File: config.mk
export PLATFORM = sky130hd
export DESIGN_NAME = wiegand_format_codec_flat
export DESIGN_NICKNAME = d
export VERILOG_FILES = /design/src/hdl/wfc_pkg.sv /design/src/hdl/wfc_in_if.sv /design/src/hdl/wfc_out_if.sv /design/src/hdl/wiegand_format_codec.sv /design/src/hdl/wfc_encode.sv /design/src/hdl/wfc_decode.sv /design/src/flat_wrapper.sv
export SDC_FILE = /design/constraint.sdc
export NUM_CORES = 1
export LEC_CHECK = 0
export ABC_AREA = 1
export BUFFER_PORTS_ARGS = -buffer_cell sky130_fd_sc_hd__buf_2
export CAP_MARGIN = 20
export CORE_UTILIZATION = 45
export CTS_BUF_LIST = sky130_fd_sc_hd__clkbuf_8 sky130_fd_sc_hd__clkbuf_16
export DETAILED_ROUTE_END_ITERATION = 6
export PLACE_DENSITY = 0.69
export SLEW_MARGIN = 20
export SYNTH_ARGS = -nofsm -noshare
export SYNTH_HDL_FRONTEND = slang
export SYNTH_SLANG_ARGS = --single-unit
File: constraint.sdc
create_clock -name clk -period 18.9 [get_ports clk]
set_input_delay 3.78 -clock clk [delete_from_list [all_inputs] [get_ports clk]]
set_output_delay 3.78 -clock clk [all_outputs]
set_load 0.005 [all_outputs]
File: src/hdl/wfc_pkg.sv
`default_nettype none
package wfc_pkg;

  typedef enum logic {
    ACT_DECODE,
    ACT_ENCODE
  } action_t;

  typedef enum logic [1:0] {
    FMT_H10301,
    FMT_CORP35,
    FMT_H10302,
    FMT_H10304
  } fmt_t;

  localparam logic [6:0] LEN_H10301 = 7'd26;
  localparam logic [6:0] LEN_CORP35 = 7'd35;
  localparam logic [6:0] LEN_H37    = 7'd37;

  // Parity masks of the 35-bit corporate format over the bottom word.
  localparam logic [31:0] MASK_EVEN_CORP = 32'hB6DB6DB6;
  localparam logic [31:0] MASK_ODD_CORP  = 32'h6DB6DB6C;

  typedef struct packed {
    action_t      action;
    fmt_t         format;
    logic [15:0]  facility_in;
    logic [34:0]  card_in;
    logic [63:0]  message_in;
    logic [6:0]   length_in;
  } in_item_t;

  typedef struct packed {
    logic [63:0]  message_out;
    logic [6:0]   length_out;
    logic [15:0]  facility_out;
    logic [34:0]  card_out;
    logic         length_match;
    logic         valid_res;
  } out_item_t;

  function automatic logic [6:0] len_of(input fmt_t fmt);
    logic [6:0] len;
    case (fmt)
      FMT_H10301: len = LEN_H10301;
      FMT_CORP35: len = LEN_CORP35;
      default:    len = LEN_H37;
    endcase
    return len;
  endfunction

endpackage
`default_nettype wire

File: src/hdl/wfc_in_if.sv
`default_nettype none
interface wfc_in_if;
  logic               valid;
  logic               ready;
  wfc_pkg::in_item_t  data;

  modport source (output valid, output data, input ready);
  modport sink (input valid, input data, output ready);
endinterface
`default_nettype wire

File: src/hdl/wfc_out_if.sv
`default_nettype none
interface wfc_out_if;
  logic               valid;
  logic               ready;
  wfc_pkg::out_item_t data;

  modport source (output valid, output data, input ready);
  modport sink (input valid, input data, output ready);
endinterface
`default_nettype wire

File: src/hdl/wiegand_format_codec.sv
`default_nettype none
// An accepted input beat reaches its result beat through the input register,
// then the result register.
// Throughput: one item per cycle while out_ch is ready; a stalled result holds
// the result register while the input register can still take one more beat.
// Reset: synchronous active-low rst_n empties both registers.
module wiegand_format_codec (
  input wire        clk,
  input wire        rst_n,
  wfc_in_if.sink    in_ch,
  wfc_out_if.source out_ch
);
  import wfc_pkg::*;

  in_item_t  in_q_r;
  logic      s1_v_r;
  out_item_t out_q_r;
  logic      out_v_r;

  out_item_t enc_res;
  out_item_t dec_res;
  out_item_t res_nxt;
  logic      adv;
  logic      in_rdy;

  wfc_encode u_enc (.item(in_q_r), .res(enc_res));
  wfc_decode u_dec (.item(in_q_r), .res(dec_res));

  assign res_nxt = (in_q_r.action == ACT_ENCODE) ? enc_res : dec_res;

  // The result register moves when it is empty or being drained this cycle.
  assign adv    = !out_v_r || out_ch.ready;
  assign in_rdy = !s1_v_r || adv;

  assign in_ch.ready  = in_rdy;
  assign out_ch.valid = out_v_r;
  assign out_ch.data  = out_q_r;

  always_ff @(posedge clk) begin
    if (!rst_n) begin
      s1_v_r  <= 1'b0;
      out_v_r <= 1'b0;
    end else begin
      if (in_rdy) begin
        s1_v_r <= in_ch.valid;
      end
      if (adv) begin
        out_v_r <= s1_v_r;
      end
    end
  end

  always_ff @(posedge clk) begin
    if (in_rdy && in_ch.valid) begin
      in_q_r <= in_ch.data;
    end
    if (adv && s1_v_r) begin
      out_q_r <= res_nxt;
    end
  end

  a_stall_only_when_full: assert property (@(posedge clk) disable iff (!rst_n)
    !in_rdy |-> (s1_v_r && out_v_r))
    else $error("input stalled while a register is empty");

  a_accept_fills_stage: assert property (@(posedge clk) disable iff (!rst_n)
    (in_ch.valid && in_rdy) |=> s1_v_r)
    else $error("accepted beat not held in the input register");

  a_encode_result: assert property (@(posedge clk) disable iff (!rst_n)
    (out_v_r && (out_q_r.length_out != 7'd0)) |->
      (out_q_r.valid_res && out_q_r.length_match && (out_q_r.facility_out == 16'd0)))
    else $error("encode result carries decode fields");

  a_valid_needs_length: assert property (@(posedge clk) disable iff (!rst_n)
    (out_v_r && out_q_r.valid_res) |-> out_q_r.length_match)
    else $error("valid result without a length match");

endmodule
`default_nettype wire

File: src/hdl/wfc_encode.sv
`default_nettype none
module wfc_encode (
  input  wire  wfc_pkg::in_item_t  item,
  output       wfc_pkg::out_item_t res
);
  import wfc_pkg::*;

  logic [63:0] m;
  logic [31:0] bot;
  logic [2:0]  mid;

  always_comb begin
    m   = '0;
    bot = '0;
    mid = '0;
    case (item.format)
      FMT_H10301: begin
        m[16:1]  = item.card_in[15:0];
        m[24:17] = item.facility_in[7:0];
        m[0]     = ~(^m[12:1]);
        m[25]    = ^m[24:13];
      end
      FMT_CORP35: begin
        bot[20:1]  = item.card_in[19:0];
        bot[31:21] = item.facility_in[10:0];
        mid[0]     = item.facility_in[11];
        mid[1]     = mid[0] ^ (^(bot & MASK_EVEN_CORP));
        bot[0]     = ~(mid[0] ^ mid[1] ^ (^(bot & MASK_ODD_CORP)));
        // The last parity bit covers every other bit of the message, including the bit just set.
        mid[2]     = ~(mid[0] ^ mid[1] ^ (^bot));
        m          = {29'd0, mid, bot};
      end
      default: begin
        if (item.format == FMT_H10302) begin
          m[35:1] = item.card_in;
        end else begin
          m[35:20] = item.facility_in;
          m[19:1]  = item.card_in[18:0];
        end
        m[36] = ^m[35:18];
        m[0]  = ~(^m[18:1]);
      end
    endcase
  end

  always_comb begin
    res              = '0;
    res.message_out  = m;
    res.length_out   = len_of(item.format);
    res.length_match = 1'b1;
    res.valid_res    = 1'b1;
  end

endmodule
`default_nettype wire

File: src/hdl/wfc_decode.sv
`default_nettype none
module wfc_decode (
  input  wire  wfc_pkg::in_item_t  item,
  output       wfc_pkg::out_item_t res
);
  import wfc_pkg::*;

  logic [63:0] msg;
  logic        match;
  logic        p_a;
  logic        p_b;
  logic        p_c;
  logic        ok;
  logic [15:0] fac;
  logic [34:0] card;

  assign msg   = item.message_in;
  assign match = (item.length_in == len_of(item.format));

  always_comb begin
    fac  = '0;
    card = '0;
    p_a  = 1'b0;
    p_b  = 1'b0;
    p_c  = 1'b0;
    ok   = 1'b0;
    case (item.format)
      FMT_H10301: begin
        card = {19'd0, msg[16:1]};
        fac  = {8'd0, msg[24:17]};
        p_a  = ~(^msg[12:1]);
        p_b  = ^msg[24:13];
        ok   = (p_a == msg[0]) && (p_b == msg[25]);
      end
      FMT_CORP35: begin
        card = {15'd0, msg[20:1]};
        fac  = {4'd0, msg[32], msg[31:21]};
        p_a  = msg[32] ^ (^(msg[31:0] & MASK_EVEN_CORP));
        p_b  = ~(msg[32] ^ msg[33] ^ (^(msg[31:0] & MASK_ODD_CORP)));
        p_c  = ~(msg[32] ^ msg[33] ^ (^msg[31:0]));
        ok   = (p_a == msg[33]) && (p_b == msg[0]) && (p_c == msg[34]);
      end
      default: begin
        if (item.format == FMT_H10302) begin
          card = msg[35:1];
        end else begin
          fac  = msg[35:20];
          card = {16'd0, msg[19:1]};
        end
        p_a = ^msg[35:18];
        p_b = ~(^msg[18:1]);
        ok  = (p_a == msg[36]) && (p_b == msg[0]);
      end
    endcase
  end

  always_comb begin
    res              = '0;
    res.facility_out = match ? fac : 16'd0;
    res.card_out     = match ? card : 35'd0;
    res.length_match = match;
    res.valid_res    = match && ok;
  end

endmodule
`default_nettype wire

File: src/flat_wrapper.sv
// flat-port wrapper written by rule: the top's interface ports become plain ports
module wiegand_format_codec_flat import wfc_pkg::*;
  (clk, rst_n, in_ch_valid, in_ch_data, in_ch_ready, out_ch_valid, out_ch_data, out_ch_ready);
  wfc_in_if in_ch_i ();
  wfc_out_if out_ch_i ();
  input wire clk;
  input wire rst_n;
  input wire logic [$bits(in_ch_i.valid)-1:0] in_ch_valid;
  input wire logic [$bits(in_ch_i.data)-1:0] in_ch_data;
  output wire logic [$bits(in_ch_i.ready)-1:0] in_ch_ready;
  output wire logic [$bits(out_ch_i.valid)-1:0] out_ch_valid;
  output wire logic [$bits(out_ch_i.data)-1:0] out_ch_data;
  input wire logic [$bits(out_ch_i.ready)-1:0] out_ch_ready;
  assign in_ch_i.valid = in_ch_valid;
  assign in_ch_i.data = in_ch_data;
  assign in_ch_ready = in_ch_i.ready;
  assign out_ch_valid = out_ch_i.valid;
  assign out_ch_data = out_ch_i.data;
  assign out_ch_i.ready = out_ch_ready;
  wiegand_format_codec u_core (.clk(clk), .rst_n(rst_n), .in_ch(in_ch_i), .out_ch(out_ch_i));
endmodule
==> flow_summary.yaml, run 1 <==
status:
  outcome: "completed"
route:
  wirelength_um: 22220
  wl_per_cell_um: 14.75
  via_per_inst: 4.809
  ant_nets: 0
  drc_errors: 0
  drtIter0Drc: 400
  dr.pass1.iters: 7
  num_vias: 7243
worst_hold_path:
  whs_path_depth: 2
  min_to: "u_core.out_ch.valid$_SDFFE_PN0P_"
  hold_start: "u_core.s1_v_r$_SDFFE_PN0N_"
  hp-class: "register to register"
sta:
  fmax_mhz: 124.6
  hold_violations: 0
  fin_crit_ns: 8.027
  fin_setup_tns_ns: 0
  setup_viol: 0
  slew_viol_final: 0
  skew_ns: 0.01082
  rsz0062_at_grt: "false"
  slew_headroom_pct: 46.91
  worstMarginPinSlew_ns: 0.7964
  layout_setup_ws_ns: 10.87
  fin_crit_sh_pct: 42.47
global_routing:
  antenna_found_initial: 2
  grt_util_all_layers_pct: 19.80
  grt_pass1_wl_um: 33800
  globalRouteOverflowTotal: 0
  first_global_vias: 6729
  grt_max_degree: 57
clocking:
  cts_root_buf: "clkbuf_16"
  hold_buffers: 0
  cts_tree: "done"
  clk_latency_ns: 0.43
  cts_sinks: 194
  cts_resized: 0
  cts_buffers: 17
  clock_path_buffers: 2
  path_clk_slew_ns: 0.07
  h-tree-depth: 4
  cts_setup_buffers: 0
layout:
  drive_gt1_share_pct: 21.29
  final_common_cell: "nand2_1"
  area_growth_pct: 17.58
  layout_common_cells: "312 x nand2_1, 199 x buf_2, 192 x edfxtp_1"
  final_net_count: 1343
  antennaDiodeCount: 0
synth:
  synthSimpleGateAreaFrac_pct: 19.08
  synth_top_flop_cell: "edfxtp_1"
  synth_edf_count: 192
  synth.avg_cell_area_sq_um: 9.832
  synth-compound-area-share_pct: 3.648
  ys_warn_count: 0
  postSynthCellCount: 1015
  synth_top_family_by_area: "simple AND/OR/NAND/NOR gates"
  async_reset_ff_share_pct: 0
  synth_fa_ha_area_share_pct: 0
  synth_area_sq_um: 9980
  synth_mux_area_share_pct: 0.2006
  ys_seq_area_share_pct: 58.17
  synthXorXnorAreaFrac_pct: 10.62
  yosys_register_bits: 194
  synth_cell_types: 42
pwr:
  p_total_mw: 1.076
  ir_worst_vdd_mv: 0.05237
  cellLeakagePower_nw: 5.483
  p_per_area_nw_per_um2: 91.68
worst_setup_path:
  endpoint_kind: "primary output"
  worst-setup-path-type: "input pin to primary output"
  r2r_end: "u_core.out_ch.data[0]$_SDFFCE_PP1P_"
  worstPathMaxFanout: 3
  crit_required_ns: 15.12
  ff2ff_path_depth: 12
  timing.rr.start: "u_core.in_q_r[123]$_DFFE_PP_"
  cp-start-kind: "input pin"
  ff2ff_setup_slack_ns: 16.30
  worstPathArrival_ns: 4.25
die:
  dieHeight_um: 150.9
  io_pins: 255
  fp-row-count: 54
  core-area_sq_um: 21760
  initial_core_util_pct: 45.87
  die_w_um: 150.9
  dieArea_sq_um: 22780
flow_run:
  drv_cap: 0
placed_design:
  dp_hpwl_um: 16140
  numPortBuffers: 199
  pre_cts_ws_ns: 10.87
  routabilityCongestion: 0.8520
[through the flow]
stage | hold WS [ns] | instances | cell area [sq um] | util, %
after floorplan | 0.4477 | 1042 | 10080 | -
after global placement | 0.5068 | 1475 | 11140 | 51.21
after detailed placement | 0.5209 | 1475 | 11140 | 51.21
after CTS | 0.5313 | 1506 | 11730 | 53.93
after global routing | 0.5603 | 1506 | 11730 | 53.93
final | 0.5353 | 1506 | 11730 | 53.93
[layout make-up]
class / count / area, sq um
clock buffers: 17 / 425.4
clock inverters: 14 / 167.7
fillers: 1935 / 10020
inverters: 125 / 471.7
multi-input cells: 670 / 3465
flip-flops and latches: 194 / 5806
well taps: 280 / 350.3
repair buffers: 206 / 1049
[report_power, final]
group | total (mW) | internal, mW | leakage, nW | switching [mW]
Combinational | 0.198 | 0.0773 | 3.27 | 0.121
Sequential | 0.513 | 0.497 | 1.93 | 0.0155
Clock | 0.365 | 0.189 | 0.288 | 0.176
Total | 1.08 | 0.763 | 5.48 | 0.312
[cells in the mapped netlist (all sizes together), types with 13 or more instances]
master,instances,share of area (%)
inv,122,4.6
edfxtp,192,58
nor3,21,1.1
nand3,61,3.1
xor2,42,3.8
nand2,316,12
o22ai,15,0.94
buf,40,3.0
o21ai,22,1.3
a21oi,14,0.70
nor2,53,2.0
clkbuf,13,0.55
xnor2,73,6.6
[worst max path at each step]
stage,startpoint,slack [ns],endpoint,cells past startpoint
final,out_ch_ready,10.87,in_ch_ready,4
after global routing,out_ch_ready,10.85,in_ch_ready,4
after CTS,out_ch_ready,10.87,in_ch_ready,4
after detailed placement,out_ch_ready,10.87,in_ch_ready,4
after global placement,out_ch_ready,10.87,in_ch_ready,4
after floorplan,out_ch_ready,9.96,u_core.out_ch.data[0]$_SDFFCE_PP1P_,2
[critical path, cell delays in order]
cell,delay (ns)
buf_2,0.10
inv_1,0.11
nand3_1,0.11
buf_2,0.15
[registers in the layout, summed over array words and instances, names as in the netlist]
signal	cells
u_core.out_ch.valid	1
u_core.in_q_r	98
u_core.out_ch.data	94
u_core.s1_v_r	1
[cell families (layout without fill, tap and decap cells)]
family	after synthesis	after routing
XOR/XNOR	116	116
AND/OR/NAND/NOR	463	463
AO/OA/AOI/OAI	61	61
multiplexers	2	2
other	1	28
flip-flops	194	194
buffers and inverters	178	362
[routing by layer]
metal / GRT usage, % / vias to the layer above / routed length [um]
li1: - / 3636 / -
met1: 22.88 / 3347 / 8858
met2: 35.78 / 230 / 11580
met3: 5.060 / 26 / 1355
met4: 6.000 / 4 / 399
met5: 0 / - / 26
Note: power is estimated with default switching activity, not from simulation.
==> run 2: changes to the inputs <==
--- a/config.mk
+++ b/config.mk
@@ -11,7 +11,7 @@
 export CORE_UTILIZATION = 45
 export CTS_BUF_LIST = sky130_fd_sc_hd__clkbuf_8 sky130_fd_sc_hd__clkbuf_16
 export DETAILED_ROUTE_END_ITERATION = 6
-export PLACE_DENSITY = 0.69
+export PLACE_DENSITY = 0.72
 export SLEW_MARGIN = 20
 export SYNTH_ARGS = -nofsm -noshare
 export SYNTH_HDL_FRONTEND = slang
==> constraint.sdc (replaced) <==
create_clock -name clk -period 7.13 [get_ports clk]
set_input_delay 1.426 -clock clk [delete_from_list [all_inputs] [get_ports clk]]
set_output_delay 1.426 -clock clk [all_outputs]
set_load 0.005 [all_outputs]
==> run 2 against run 1 <==
  * The run now ends with design-rule violations left
  * Count of clock-buffer cells in the layout unchanged
  * Via count decreased by 0.33%
  * Total power increased to 2.6 times the previous value
  * Hold slack got worse by 0.0028 ns
  * Global-route usage increased by 0.16 points
  * Combinational power increased to 2.6 times the previous value
  * Clock power increased by 150%
  * Sequential share of layout area increased by 0.22 points
  * Register-to-register slack got worse by 12 ns
  * First-iteration DRC count increased by 4.8%
  * Die area unchanged
==> flow_summary.yaml, run 2 (synthesized netlist as in run 1, its figures left out) <==
global_routing:
  globalRouteOverflowTotal: 0
  grt_pass1_wl_um: 34000
  grt_util_all_layers_pct: 19.97
  first_global_vias: 6834
  antenna_found_initial: 4
  grt_max_degree: 56
sta:
  fin_crit_sh_pct: 46.95
  worstMarginPinSlew_ns: 0.8561
  hold_violations: 0
  fmax_mhz: 298.7
  skew_ns: 0.01255
  fin_setup_tns_ns: 0
  slew_headroom_pct: 42.93
  slew_viol_final: 0
  fin_crit_ns: 3.348
  setup_viol: 0
  rsz0062_at_grt: "false"
pwr:
  clkPwrFrac_pct: 32.3
  power.switching_uw: 806.8
  cellLeakagePower_nw: 5.452
  p_comb_share_pct: 18.8
  p_per_area_nw_per_um2: 238.5
  intPower_mw: 1.979
  ir_worst_vdd_mv: 0.1222
  sw_frac_of_total_pct: 28.97
  pwr-share-seq_pct: 48.9
status:
  outcome: "complete, but fails checks"
  violations: "design-rule violations"
route:
  wirelength_um: 22070
  via_per_inst: 4.790
  drc_errors: 3
  dr.pass1.iters: 7
  num_vias: 7219
  wl_per_cell_um: 14.64
  ant_nets: 0
  drtIter0Drc: 419
worst_hold_path:
  whs_path_depth: 2
  hp-class: "register to register"
  hold_start: "u_core.s1_v_r$_SDFFE_PN0N_"
  min_to: "u_core.out_ch.valid$_SDFFE_PN0P_"
die:
  core-area_sq_um: 21760
  dieArea_sq_um: 22780
  initial_core_util_pct: 45.87
  io_pins: 255
  die_w_um: 150.9
  fp-row-count: 54
  dieHeight_um: 150.9
placed_design:
  placed_cells: 1474
  routabilityCongestion: 0.8608
  numPortBuffers: 199
  dp_hpwl_um: 16330
worst_setup_path:
  endpoint_kind: "primary output"
  r2r_end: "u_core.out_ch.data[0]$_SDFFCE_PP1P_"
  worstPathArrival_ns: 1.92
  path_cells: "buf_2 > inv_1 > nand3_1 > buf_2"
  ff2ff_setup_slack_ns: 4.25
  cp-start-kind: "input pin"
  worstPathMaxFanout: 3
  cpMostUsedCell: "buf_2"
  crit_slowest_cell: "buf_2"
  crit_required_ns: 5.70
  crit_path_max_incr_delay_ns: 0.16
  worst-setup-path-type: "input pin to primary output"
  ff2ff_path_depth: 12
  timing.rr.start: "u_core.in_q_r[123]$_DFFE_PP_"
clocking:
  cts_root_buf: "clkbuf_16"
  cts_resized: 0
  cts_setup_buffers: 0
  clk_latency_ns: 0.44
  path_clk_slew_ns: 0.07
  clock_path_buffers: 2
  h-tree-depth: 4
  cts_buffers: 17
  hold_buffers: 0
  cts_tree: "done"
  cts_sinks: 194
layout:
  fin_cells: 1507
  final_common_cell: "nand2_1"
  drive_gt1_share_pct: 21.06
  fin_util_pct: 53.69
  final_net_count: 1342
  layout_common_cells: "312 x nand2_1, 199 x buf_2, 192 x edfxtp_1"
  area_growth_pct: 17.05
  largest_reg_flops: 98
  regMostFlops: "u_core.in_q_r"
flow_run:
  drv_cap: 0
==> run 2: cell count changes in the layout (fill, tap and decap cells not counted), moves of 2 or more <==
cell,before,now
inv_6,3,5
diode_2,0,2
clkinv_1,3,5
clkinv_8,2,0
==> run 2: per-stage QoR <==
step	instance area [sq um]	power, mW	setup slack (ns)	hold WS (ns)
2_1_floorplan	10080	1.781	0.5461	0.4477
3_3_place_gp	11130	1.895	3.771	0.5090
3_5_place_dp	11130	1.909	3.719	0.5204
4_1_cts	11680	2.809	3.775	0.5311
5_1_grt	11680	2.926	3.730	0.5659
6_report	11680	2.785	3.782	0.5325
==> run 2: power by group through the flow <==
| stage | Sequential, mW | Combinational, mW | Clock (mW) |
|---|---|---|---|
| 6_report | 1.36 | 0.524 | 0.900 |
| 4_1_cts | 1.36 | 0.525 | 0.923 |
| 3_3_place_gp | 1.39 | 0.509 | 0 |
| 5_1_grt | 1.37 | 0.596 | 0.962 |
| 3_5_place_dp | 1.39 | 0.523 | 0 |
| 2_1_floorplan | 1.38 | 0.402 | 0 |
==> run 2: per-layer routing <==
layer  vias up  share of wire [%]  GRT usage (%)  routed length, um
li1       3638                  -              -                  -
met1      3322                 41          23.00               9033
met2       228                 52          36.01              11420
met3        27                5.7          5.361               1247
met4         4                1.6          5.950                343
met5         -               0.12              0                 27
==> run 2: worst max-delay path by stage <==
stage                       from  cells past startpoint                                   to  slack, ns
floorplan           out_ch_ready                      2  u_core.out_ch.data[0]$_SDFFCE_PP1P_       0.55
global placement    out_ch_ready                      6          u_core.in_q_r[39]$_DFFE_PP_       3.77
detailed placement  out_ch_ready                      6         u_core.in_q_r[119]$_DFFE_PP_       3.72
CTS                 out_ch_ready                      4                          in_ch_ready       3.78
global route        out_ch_ready                      4                          in_ch_ready       3.73
finish              out_ch_ready                      4                          in_ch_ready       3.78
==> run 2: critical path: cells and delay by family <==
family	cells	cell delay, ns
buf+inv	3	0.36
simple gates	1	0.14
==> run 2: area by class of cell <==
class,count,area (sq um)
sequential,194,5806
fill,1936,10070
clock buffer,17,425.4
timing repair buffer,205,1041
antenna,2,5.005
inverter,125,471.7
clock inverter,14,117.6
tap,280,350.3
multi-input combinational,670,3465
